**config.mk**
```make
export PLATFORM = sky130hd
export DESIGN_NAME = iaid_max_tree
export DESIGN_NICKNAME = d
export VERILOG_FILES = /design/src/hdl/indexed_array_insert_delete_unit_defines.svh /design/src/hdl/iaid_pkg.sv /design/src/hdl/iaid_max_tree.sv
export SDC_FILE = /design/constraint.sdc
export NUM_CORES = 2
export LEC_CHECK = 0
export ABC_AREA = 0
export BUFFER_PORTS_ARGS = -buffer_cell sky130_fd_sc_hd__buf_4
export CAP_MARGIN = 20
export CORE_AREA = 3 3 400 402
export DETAILED_ROUTE_END_ITERATION = 8
export DIE_AREA = 0 0 403 405
export REMOVE_ABC_BUFFERS = 1
export SLEW_MARGIN = 0
export SYNTH_ARGS = -nofsm -noshare
export SYNTH_HDL_FRONTEND = slang
export SYNTH_SLANG_ARGS = --single-unit
```
**constraint.sdc**
```tcl
create_clock -name i_clk -period 2.54 [get_ports i_clk]
set_input_delay 0.127 -clock i_clk [delete_from_list [all_inputs] [get_ports i_clk]]
set_output_delay 0.127 -clock i_clk [all_outputs]
set_load 0.005 [all_outputs]
```
**src/hdl/indexed_array_insert_delete_unit_defines.svh**
```systemverilog
// ----------------------------------------------------------------------------
// Indexed array insert/delete unit assertion macros
// Shared helpers for the concurrent checks of the unit.
// ----------------------------------------------------------------------------
`ifndef INDEXED_ARRAY_INSERT_DELETE_UNIT_DEFINES_SVH
`define INDEXED_ARRAY_INSERT_DELETE_UNIT_DEFINES_SVH

// Checks a condition at every clock edge outside reset.
`define IAID_ASSERT_ALWAYS(lbl, clk, rst_n, cond, msg) \
    lbl: assert property (@(posedge clk) disable iff (!(rst_n)) (cond)) else $error(msg);

// Checks that a condition in one cycle is followed by another in the next.
`define IAID_ASSERT_NEXT(lbl, clk, rst_n, ante, cons, msg) \
    lbl: assert property (@(posedge clk) disable iff (!(rst_n)) (ante) |=> (cons)) \
        else $error(msg);

`endif

```
**src/hdl/iaid_pkg.sv**
```systemverilog
// ----------------------------------------------------------------------------
// Indexed array insert/delete package
// Field widths, status and operation codes, and shared types.
// ----------------------------------------------------------------------------
`default_nettype none

package iaid_pkg;

    localparam int C_CNT_W = 6;
    localparam int C_POS_W = 5;
    localparam int C_VAL_W = 32;
    localparam int C_MAX_W = 31;
    localparam int C_ST_W  = 2;

    localparam int C_IN_TDATA_W  = 40;
    localparam int C_OUT_TDATA_W = 72;

    localparam logic [C_CNT_W-1:0] C_CAP_RESET = 6'd32;

    localparam logic [C_ST_W-1:0] ST_OK        = 2'd0;
    localparam logic [C_ST_W-1:0] ST_BAD_INDEX = 2'd1;
    localparam logic [C_ST_W-1:0] ST_FULL      = 2'd2;

    localparam logic OP_INSERT = 1'b0;
    localparam logic OP_DELETE = 1'b1;

    typedef logic signed [C_VAL_W-1:0] t_value;
    typedef logic [C_MAX_W-1:0]        t_max;
    typedef logic [C_CNT_W-1:0]        t_count;
    typedef logic [C_POS_W-1:0]        t_pos;

    typedef struct packed {
        logic   en;
        logic   op;
        t_pos   pos;
        t_value value;
    } t_cmd;

endpackage

`default_nettype wire

```
**src/hdl/iaid_max_tree.sv**
```systemverilog
// ----------------------------------------------------------------------------
// Indexed array insert/delete maximum tree
// Registered pairwise maximum over all cell leaves, one tree level per cycle.
// ----------------------------------------------------------------------------
`default_nettype none

module iaid_max_tree
    import iaid_pkg::*;
#(
    parameter int DEPTH = 32
) (
    input  wire logic i_clk,
    input  wire t_max i_leaf [DEPTH],
    output t_max      o_max
);

    localparam int LEVELS = $clog2(DEPTH);
    localparam int P      = 1 << LEVELS;

    t_max w_leaf [P];
    t_max r_heap [1:P-1];

    for (genvar k = 0; k < P; k++) begin : g_leaf
        if (k < DEPTH) begin : g_real
            assign w_leaf[k] = i_leaf[k];
        end else begin : g_pad
            assign w_leaf[k] = '0;
        end
    end

    for (genvar n = 1; n < P; n++) begin : g_node
        if (2 * n >= P) begin : g_bottom
            always_ff @(posedge i_clk) begin
                r_heap[n] <= (w_leaf[2*n-P] > w_leaf[2*n+1-P]) ?
                             w_leaf[2*n-P] : w_leaf[2*n+1-P];
            end
        end else begin : g_inner
            always_ff @(posedge i_clk) begin
                r_heap[n] <= (r_heap[2*n] > r_heap[2*n+1]) ? r_heap[2*n] : r_heap[2*n+1];
            end
        end
    end

    assign o_max = r_heap[1];

endmodule

`default_nettype wire

```
### Word level (Yosys, flattened, before mapping)

Memory sizes are Yosys's and may differ from the RTL's.
Cells that the tools add are included.

| storage, ports and cells | value |
|---|---|
| latch bits | 0 |
| input bits | 993 |
| RAM bits | 961 |
| memories | 1 |
| register bits after elaboration | 0 |
| memory bits (read-only) | 0 |
| output and inout bits | 31 |

| cells by class | value |
|---|---|
| equality and inequality tests | 0 |
| shift-type cells | 0 |
| div/mod/pow operators | 0 |
| $mul | 0 |
| reduce and logical (&&, ||, !) cells | 0 |
| $lt $le $gt $ge | 31 |
| add/sub/neg operators | 0 |
| bitwise gates (word level) | 0 |
| multiplexer cells | 31 |

Memory list:

| memory | depth | width | rd ports | clocked after Yosys merged registers in | write ports | RTL line | text |
|---|---|---|---|---|---|---|---|
| r_heap | 31 | 31 | 31 | 0 | 31 | iaid_max_tree.sv:21 | `t_max r_heap [1:P-1];` |

Operators by type and width:

| operator | number |
|---|---|
| > comparator 31 bit | 31 |
| two-way mux 31 bit | 31 |

### Logic depth before layout (Yosys ltp)

| depth | value |
|---|---|
| depth after elaboration | 2 |
| depth in mapped cells | 9 |

### Least setup slack after synthesis

Ideal clock, no wire load.

| timing path | value |
|---|---|
| path kind | register to register |
| start | register r_heap[1][185] (netlist name) |
| end | register r_heap[0][330] (netlist name) |
| clock period less this slack | 2.263 ns |
| setup slack | 0.277 ns |
| required time | 2.419 ns |
| cell stages (with the launch flop) | 10 |
| path buffers | 1 |
| data arrival time | 2.142 ns |
| cells stage by stage | dfxtp_1 > inv_1 > ha_1 > nand4_2 > nor4_4 > and4_1 > a21oi_1 > a41oi_2 > buf_6 > mux2_2 |

==> run summary <==
Register Area: 0.0193 sq mm
WL per Instance: 20.6 um
Max Slew Vio Count: 0
Area leader, netlist: dfxtp_1
Final setup violation count: 23
Status: complete, but fails checks
Top cell by count, worst path: dlygate4sd3_1
Critical Path RT: 3.17 ns
Final worst-path setup slack: -0.0774 ns
Commonest cells post-synth: 968 x inv_1, 961 x dfxtp_1, 961 x ha_1
Biggest regs: r_heap (961)
DP Area: 0.0662 sq mm
Fin Setup TNS: -0.674 ns
RSZ-0062 raised after global routing: yes
Critical Path End Type: flip-flop
Count of mapped cells out of synthesis: 5520
Vias per cell: 4.94
1st-iter DRT viols: 2579
Die W: 403 um
Die footprint: 0.163 sq mm
Global-route wire length before repair: 291000 um
Failing checks: negative setup slack
Longest Clk Path Bufs: 3
Share of cells above drive strength 1: 0.323
Max reg flops: 961
CTS root buffer: clkbuf_16
CP arrival: 3.24 ns
ANT nets after route: 0
Slowest Stage Delay on Critical Path: 0.57 ns
Final HPWL DP: 154000 um
CP Cell Sequence: dlygate4sd3_1, buf_4, ha_4, nand4_1, nor4_4, and3_4, a31oi_2, a31oi_4, buf_12, buf_8, mux2_4, dlygate4sd3_1
Total Power: 65.9 mW
CTS tree: built
Post-synth ARST share: 0
Area of the core: 0.156 sq mm
Vias in the first global route: 51500
Syn Std Cell Area: 0.0555 sq mm
Area contributors post-synth: dfxtp_1 35%, ha_1 22%, mux2_2 15%, inv_1 6.5%, mux2_1 3.8%
Min cycle time layout: 2.62 ns
Max frequency: 382 MHz
Row count: 145
Worst vdd ir: 0.556 mV
Initial Utilization: 0.355
Power Density: 787 mW/mm^2
Clock sinks: 961
CP Launch Type: input port
Multi-input logic area: 0.0335 sq mm
Leak pwr: 40.6 nW
Sequential fraction of the synthesis area: 0.347
Final Cell Area: 0.0838 sq mm
Via Count: 49300
Worst-Skew Late Latency: 0.73 ns
GP Congestion: 0.945
I/O pins: 1024
H-tree Lvls: 3
CTS clk-pin slew, worst paths: 0.06 ns
Synth unique cells: 45
Worst Skew: 0.0513 ns
Total Routing Usage GR: 0.230
Fin. Hold Viols: 0
Max-Cap Viols: 0
Post-synth EDFFs: 0
Total CTS buffers: 110
Syn Area/Cell: 10.1 sq um
Grt ovf: 0
Synth Warn #: 0
Synth top area share: 0.347
CP Max Fanout: 7
Final wirelength: 205000 um
DRC: 0
Area Overhead vs Synth: 51.0%
Crit-path slowest cell: dlygate4sd3_1
Pre-CTS WS: -0.161 ns
Worst setup path category: input port to flip-flop
Reg with most FFs: r_heap
Fillers: 13100
Relative slew slack: 0.610
Top-count cell post-synth: inv_1
Initial antenna violation count: 20
Class of the worst hold path: input port to flip-flop
Detailed Routing Iterations Pass 1: 6
Worst-Margin Slew: 0.585 ns
Fin crit share: 1.03
Die Y: 405 um
Largest net degree at the start of global routing: 32
Most used DFF post-synth: dfxtp_1
Post-layout net count: 9755
# port buffers: 1023
#FFs+latches synth: 961
-- layout make-up --
cell class                 count  share of cell area
antenna                       20            0.000598
clock buffer                 134              0.0354
clock inverter                72              0.0107
inverter                     968              0.0434
multi-input combinational   3467               0.400
sequential                   961               0.231
tap                         2058              0.0307
timing repair buffer        2293               0.248
-- report_power, final --
group          switching, mW  internal (mW)
sequential              3.81           19.3
clock                   6.94           9.74
combinational           11.6           14.6
total                   22.3           43.6
-- path summary, 6_finish.rpt --
kind              slack (ns)             end           start  depth (start not counted)
setup reg to reg        0.01  r_heap[0][162]  r_heap[0][314]                         10
hold / removal          0.15  r_heap[1][147]     i_leaf[705]                          2
setup / recovery       -0.08  r_heap[1][259]     i_leaf[481]                         12
hold reg to reg         0.48  r_heap[0][312]  r_heap[1][157]                          1
-- critical path, delay by kind of cell --
family,cells,cell delay (ns)
adder cells (fa/ha/maj),1,0.26
buffers and inverters,5,1.57
AND/OR/NAND/NOR,3,0.61
AO/OA/AOI/OAI,2,0.37
multiplexers,1,0.29
-- logic make-up (layout without fill, tap and decap cells) --
logic type,after synthesis,count (layout),share of synthesized area
multiplexers,961,961,0.199
AND/OR/NAND/NOR,782,782,0.0709
other,0,20,0
adder cells (fa/ha/maj),961,961,0.217
flip-flops,961,961,0.347
buffers and inverters,1092,3467,0.0837
AO/OA/AOI/OAI,763,763,0.0828
-- cell usage in the layout, fill, tap and decap left out, types with 20 or more instances in the layout --
cell	count
a211oi_1	64
a211oi_2	21
a21o_1	22
a21oi_1	337
buf_12	30
buf_4	1187
buf_6	33
clkbuf_16	132
clkinv_2	30
dfxtp_1	897
dfxtp_2	52
diode_2	20
dlygate4sd3_1	984
dlymetal6s4s_1	30
ha_1	891
ha_4	70
inv_1	954
mux2_1	179
mux2_2	654
mux2_4	128
nand2_1	217
nand3_1	102
nand3b_1	31
nand4_1	158
nor2_1	144
nor3_1	33
nor4_2	20
o211ai_1	36
o21ai_0	133
o31ai_1	20
-- stage by stage --
step	util	std cells	hold slack, ns
4_1_cts	0.512	9811	0.0870
6_report	0.536	9973	0.155
5_1_grt	0.535	9967	0.121
3_3_place_gp	0.423	8608	0.349
3_5_place_dp	0.423	8608	0.351
2_1_floorplan	-	5396	0.252
-- per-layer routing --
metal	wire length (um)	share of wire	GRT usage	vias to the layer above
met5	10	0.000049	0	-
met4	10200	0.050	0.102	2
met3	9680	0.047	0.0358	600
met2	101000	0.49	0.416	1659
met1	84000	0.41	0.267	23200
li1	-	-	-	23800
-- repair_timing --
| action | CTS | global route |
|---|---|---|
| endpoints found under the hold margin | 496 | 56 |
| resized for setup | 19 | 434 |
| pin swaps | 7 | 165 |
| endpoints found under the setup margin | 150 | 497 |
| hold buffers | 992 | 62 |
| setup buffers | 4 | 103 |
| gates cloned | 1 | 28 |
Power figures use the tool's default switching activity.
