<file path="config.mk">
export PLATFORM = sky130hd
export DESIGN_NAME = iaid_cell
export DESIGN_NICKNAME = d
export VERILOG_FILES = /design/src/hdl/indexed_array_insert_delete_unit_defines.svh /design/src/hdl/iaid_pkg.sv /design/src/hdl/iaid_cell.sv
export SDC_FILE = /design/constraint.sdc
export NUM_CORES = 1
export LEC_CHECK = 0
export ABC_AREA = 1
export BUFFER_PORTS_ARGS = -buffer_cell sky130_fd_sc_hd__buf_2
export CAP_MARGIN = 20
export CORE_MARGIN = 2
export CORE_UTILIZATION = 36
export CTS_CLUSTER_SIZE = 12
export DETAILED_ROUTE_END_ITERATION = 12
export GPL_TIMING_DRIVEN = 0
export PLACE_DENSITY = 0.83
export SETUP_SLACK_MARGIN = 0.05
export SKIP_LAST_GASP = 1
export SLEW_MARGIN = 20
export SYNTH_ARGS = -nofsm -noshare
export SYNTH_HDL_FRONTEND = slang
export SYNTH_SLANG_ARGS = --single-unit
</file>
<file path="constraint.sdc">
create_clock -name i_clk -period 4.2 [get_ports i_clk]
set_clock_uncertainty 0.2 [all_clocks]
set_input_delay 0.42 -clock i_clk [delete_from_list [all_inputs] [get_ports i_clk]]
set_output_delay 0.42 -clock i_clk [all_outputs]
set_load 0.01 [all_outputs]
</file>
<file path="src/hdl/indexed_array_insert_delete_unit_defines.svh">
// ----------------------------------------------------------------------------
// Indexed array insert/delete unit assertion macros
// Shared helpers for the concurrent checks of the unit.
// ----------------------------------------------------------------------------
`ifndef INDEXED_ARRAY_INSERT_DELETE_UNIT_DEFINES_SVH
`define INDEXED_ARRAY_INSERT_DELETE_UNIT_DEFINES_SVH

// Checks a condition at every clock edge outside reset.
`define IAID_ASSERT_ALWAYS(lbl, clk, rst_n, cond, msg) \
    lbl: assert property (@(posedge clk) disable iff (!(rst_n)) (cond)) else $error(msg);

// Checks that a condition in one cycle is followed by another in the next.
`define IAID_ASSERT_NEXT(lbl, clk, rst_n, ante, cons, msg) \
    lbl: assert property (@(posedge clk) disable iff (!(rst_n)) (ante) |=> (cons)) \
        else $error(msg);

`endif

</file>
<file path="src/hdl/iaid_pkg.sv">
// ----------------------------------------------------------------------------
// Indexed array insert/delete package
// Field widths, status and operation codes, and shared types.
// ----------------------------------------------------------------------------
`default_nettype none

package iaid_pkg;

    localparam int C_CNT_W = 6;
    localparam int C_POS_W = 5;
    localparam int C_VAL_W = 32;
    localparam int C_MAX_W = 31;
    localparam int C_ST_W  = 2;

    localparam int C_IN_TDATA_W  = 40;
    localparam int C_OUT_TDATA_W = 72;

    localparam logic [C_CNT_W-1:0] C_CAP_RESET = 6'd32;

    localparam logic [C_ST_W-1:0] ST_OK        = 2'd0;
    localparam logic [C_ST_W-1:0] ST_BAD_INDEX = 2'd1;
    localparam logic [C_ST_W-1:0] ST_FULL      = 2'd2;

    localparam logic OP_INSERT = 1'b0;
    localparam logic OP_DELETE = 1'b1;

    typedef logic signed [C_VAL_W-1:0] t_value;
    typedef logic [C_MAX_W-1:0]        t_max;
    typedef logic [C_CNT_W-1:0]        t_count;
    typedef logic [C_POS_W-1:0]        t_pos;

    typedef struct packed {
        logic   en;
        logic   op;
        t_pos   pos;
        t_value value;
    } t_cmd;

endpackage

`default_nettype wire

</file>
<file path="src/hdl/iaid_cell.sv">
// ----------------------------------------------------------------------------
// Indexed array insert/delete cell
// Holds one list entry and shifts it to or from its neighbors on a request.
// ----------------------------------------------------------------------------
`default_nettype none

module iaid_cell
    import iaid_pkg::*;
#(
    parameter int INDEX = 0,
    parameter int DEPTH = 32
) (
    input  wire logic   i_clk,
    input  wire t_cmd   i_cmd,
    input  wire t_count i_count,
    input  wire t_value i_left,
    input  wire t_value i_right,
    output t_value      o_value,
    output t_max        o_leaf
);

    localparam int IW = $clog2(DEPTH) + C_CNT_W + 1;

    t_value r_value;
    t_value n_value;
    logic   w_at_pos;
    logic   w_after;
    logic   w_live;

    assign w_at_pos = (IW'(i_cmd.pos) == IW'(INDEX));
    assign w_after  = (IW'(i_cmd.pos) < IW'(INDEX));
    assign w_live   = (IW'(INDEX) < IW'(i_count));

    always_comb begin
        n_value = r_value;
        if (i_cmd.en) begin
            if (i_cmd.op == OP_INSERT) begin
                if (w_at_pos) begin
                    n_value = i_cmd.value;
                end else if (w_after) begin
                    n_value = i_left;
                end
            end else if (w_at_pos || w_after) begin
                n_value = i_right;
            end
        end
    end

    always_ff @(posedge i_clk) begin
        r_value <= n_value;
    end

    assign o_value = r_value;
    assign o_leaf  = (w_live && !r_value[C_VAL_W-1]) ? r_value[C_MAX_W-1:0] : '0;

endmodule

`default_nettype wire

</file>
Word level (Yosys, flattened, before mapping)
Index checks and enable logic that the tools add are counted.
- register bits: 32
- input bits: 110
- output and inout port bits: 63
- reduce and logical (&&, ||, !) cells: 4
- order comparisons: 1
- mux-type cells: 4
- operators by type and width (operator ; number):
    $mux 32 ; 3
    $mux 31 ; 1
    $lt 1x6->1 const A ; 1
    $logic_not 5->1 ; 1
    $reduce_and 2->1 ; 1
    $logic_and 1x1->1 ; 1
    $logic_not 1->1 ; 1

Depth between registers and ports, before layout
- word-level depth: 3
- depth in mapped cells: 5

Worst setup path before layout
OpenSTA, ideal clock, no wires.
- path kind: input port to flip-flop
- from: input port i_cmd[35] (netlist name)
- to: register r_value[0], in the netlist o_value[0] (enable)
- arrival time: 2.775 ns
- library setup time: 0.461 ns
- stages on the path: 3
- required time: 3.539 ns
- setup slack: 0.764 ns
- cell sequence: nor2_1 -> nand3_1 -> nor3_1
- cells in the longest elaborated chain, start to end: 2
- RTL lines (element ; RTL line ; RTL):
    start, declared ; iaid_cell.sv:14 ; input wire t_cmd i_cmd,
    $logic_not 5->1 ; iaid_cell.sv:30 ; assign w_at_pos = (IW'(i_cmd.pos) == IW'(INDEX));
    $reduce_and 2->1 (no line) ; -- ;
    end signal, assigned ; iaid_cell.sv:50 ; r_value <= n_value;
    end, declared ; iaid_cell.sv:24 ; t_value r_value;
No other way between the ends.
A chain may end at the register's enable or synchronous reset.

Final worst setup path
- from: input port i_count[0]
- to: output port o_leaf[11]
- cells in the longest elaborated chain, start to end: 3
- RTL lines (element ; RTL line ; RTL):
    start, declared ; iaid_cell.sv:15 ; input wire t_count i_count,
    $lt 1x6->1 ; iaid_cell.sv:32 ; assign w_live = (IW'(INDEX) < IW'(i_count));
    $logic_and 1x1->1 ; iaid_cell.sv:54 ; assign o_leaf = (w_live && !r_value[C_VAL_W-1]) ? r_value[C_MAX_W-1:0] : '0;
    $mux 31 ; iaid_cell.sv:54 ;
    end, declared ; iaid_cell.sv:19 ; output t_max o_leaf
No other way between the ends.

==> metrics.yaml <==
clock_tree:
  cts_tree: "yes"
  clkTransAtPathRegs_ps: 70
  htree_num_levels: 2
  cts_resized: 0
  ctsRootBufferMaster: "clkbuf_8"
  cts_hold_repair.buffers: 0
  tritoncts.num_buffers: 5
  clock_sinks: 32
  clock_path_buffers: 2
  post_cts.repair.setup_buffers: 0
sta:
  final.period_utilization_pct: 44.92
  timing.max_slew.rel_slack_pct: 80.17
  max_clock_freq_ghz: 0.5301
  timing_hold_violations_final: 0
  finalMaxSlewViolations: 0
  worst-slew-pin-transition_ps: 295.8
  setup_viol_count_final: 0
  unrepaired_setup_endpoints_after_global_routing: "false"
  period_minus_slack_ps: 1886
floorplanning:
  rows: 25
  die_height_um: 74.60
  core-area_um2: 4755
  die-area_um2: 5564
  num_io_pins: 173
  die-width_um: 74.60
  initial_core_util_pct: 37.74
final_layout:
  final_cell_mix: "buf_2 (142), nor2_1 (35), inv_1 (33)"
  post_route_standard_cell_area_excluding_fillers_um2: 2708
  net_total_in_the_final_layout: 402
  layout_commonest_cell: "buf_2"
  antenna-diode-count: 0
  layout-drive-gt1-share_pct: 64.16
  largest_reg_flops: 32
  area.growth.synth_to_final_pct: 50.91
global_route:
  grt_antenna_before_repair: 0
  groute.usage.overall_pct: 14.94
  grt_max_degree: 12
  first_global_vias: 1427
  first_pass_grt_wire_length_um: 6210
  global_route.overflow_total: 0
drt:
  antenna_left: 0
  vias: 1509
  drc: 0
  route.detailed.vias_per_inst: 4.192
  drt-pass1-iter-count: 4
  postRouteWirelength_um: 4405
  routedWlPerCell_um: 12.24
  initialDrtViolationCount: 38
placement:
  placedInstanceArea_um2: 2601
  global_placement_routability_congestion: 0.7599
  detailedPlacementHpwl_um: 3657
  port_buffers: 139
worst_setup_path:
  timing.critical_path.max_delay_family: "buffers and inverters"
  slowest_library_cell_on_the_worst_path: "buf_2"
  worst_setup_path_startpoint: "i_count[0]"
  setup.worst_path.end_class: "output pin"
  critPathLaunchType: "input port"
  timing.critical_path.buf_inv: 3
  cell_chain_of_the_critical_path: "buf_2, nor2_1, nand3_1, nand2_1, buf_2, nor2_1, buf_2"
  worst_ep_required_time_ps: 3580
  crit_path_end: "o_leaf[11]"
  crit_path_frequent_cell: "buf_2"
  critPathMaxFanout: 10
  critPathArrivalTime_ps: 1270
  criticalPathCategory: "input port to output pin"
  worstSetupPathDepth: 7
  crit_path_max_incr_delay_ps: 240
power:
  total_power_mw: 0.7574
  p_int_mw: 0.6037
  clock_power_share_pct: 37.9
  power.share.combinational_pct: 14.7
  p_switching_mw: 0.1537
  p_sw_share_pct: 20.29
  power.share.sequential_pct: 47.5
  power.density_cell_area_nw_per_um2: 279.7
  ir_worst_vdd_mv: 0.1588
  total_leakage_power_nw: 1.483
yosys:
  synth_nets: 253
  synth.yosys.seq_area_share_pct: 53.56
  yosys_warnings: 0
  syn_avg_cell_area_um2: 12.55
  synth_seq_cells: 32
  synth_area_um2: 1794
  syn-instance-count: 143
  synth_cell_types: 11
run:
  max_cap_violations: 0
worst_hold_path:
  worst_hold_path_type: "input port to flop"
status:
  run_status: "completed"
## cell type report
| type | instances | area [um^2] |
|---|---|---|
| multi-input combinational | 71 | 628.1 |
| buffer | 7 | 86.33 |
| clock buffer | 5 | 68.82 |
| sequential | 32 | 960.9 |
| tap | 67 | 83.83 |
| fill | 411 | 2047 |
| clock inverter | 3 | 37.54 |
| inverter | 33 | 123.9 |
| timing repair buffer | 142 | 718.2 |
## worst min-delay path by stage
stage,start,to,slack (ps),cells after the start
3_3_place_gp,i_right[25],o_value[25]$_DFFE_PP_,520,2
4_1_cts,i_right[25],o_value[25]$_DFFE_PP_,240,2
2_1_floorplan,i_right[0],o_value[0]$_DFFE_PP_,440,1
5_1_grt,i_cmd[28],o_value[28]$_DFFE_PP_,230,2
6_report,i_right[25],o_value[25]$_DFFE_PP_,240,2
3_5_place_dp,i_right[25],o_value[25]$_DFFE_PP_,520,2
## logic make-up (layout without fill, tap and decap cells)
group | count (synthesis) | after routing | synth area share, %
simple gates | 39 | 39 | 8.368
buf+inv | 40 | 190 | 11.72
mux | 32 | 32 | 26.36
flops | 32 | 32 | 53.56
## routing by layer
layer	vias to the layer above	share of wire (%)	GRT usage, %	wire length [um]
met5	-	0	0	0
met4	0	0.95	4.960	42
li1	754	-	-	-
met2	64	55	28.42	2436
met1	687	37	15.17	1614
met3	4	7.1	5.014	312
## cells in the mapped netlist
| library cell | instances | area share [%] |
|---|---|---|
| nor2_1 | 35 | 7.3 |
| inv_1 | 33 | 6.9 |
| edfxtp_1 | 32 | 54 |
| mux2_4 | 30 | 25 |
| buf_12 | 3 | 3.3 |
| buf_2 | 3 | 0.84 |
| mux2_2 | 2 | 1.3 |
| nand3_1 | 2 | 0.56 |
| buf_6 | 1 | 0.63 |
| nand2_1 | 1 | 0.21 |
| nor3_1 | 1 | 0.28 |
## power groups by stage
stage	sequential, mW	combinational, mW	clock (mW)
after global placement	0.367	0.108	0
after detailed placement	0.366	0.112	0
after floorplan	0.368	0.0609	0
final	0.359	0.111	0.287
after global routing	0.360	0.120	0.306
after CTS	0.360	0.113	0.290
## metrics by stage
stage | hold slack (ps) | std cells | setup TNS [ps] | setup WS [ps] | util [%]
global route | 230.5 | 360 | 0 | 2197 | 56.95
global placement | 519.6 | 349 | -5252 | -165.7 | 54.13
finish | 243.1 | 360 | 0 | 2314 | 56.95
CTS | 235.2 | 360 | 0 | 2282 | 56.95
detailed placement | 524.8 | 352 | 0 | 2259 | 54.71
floorplan | 437.5 | 143 | 0 | 763.6 | -
No activity file was read; power rests on OpenSTA's default activity.
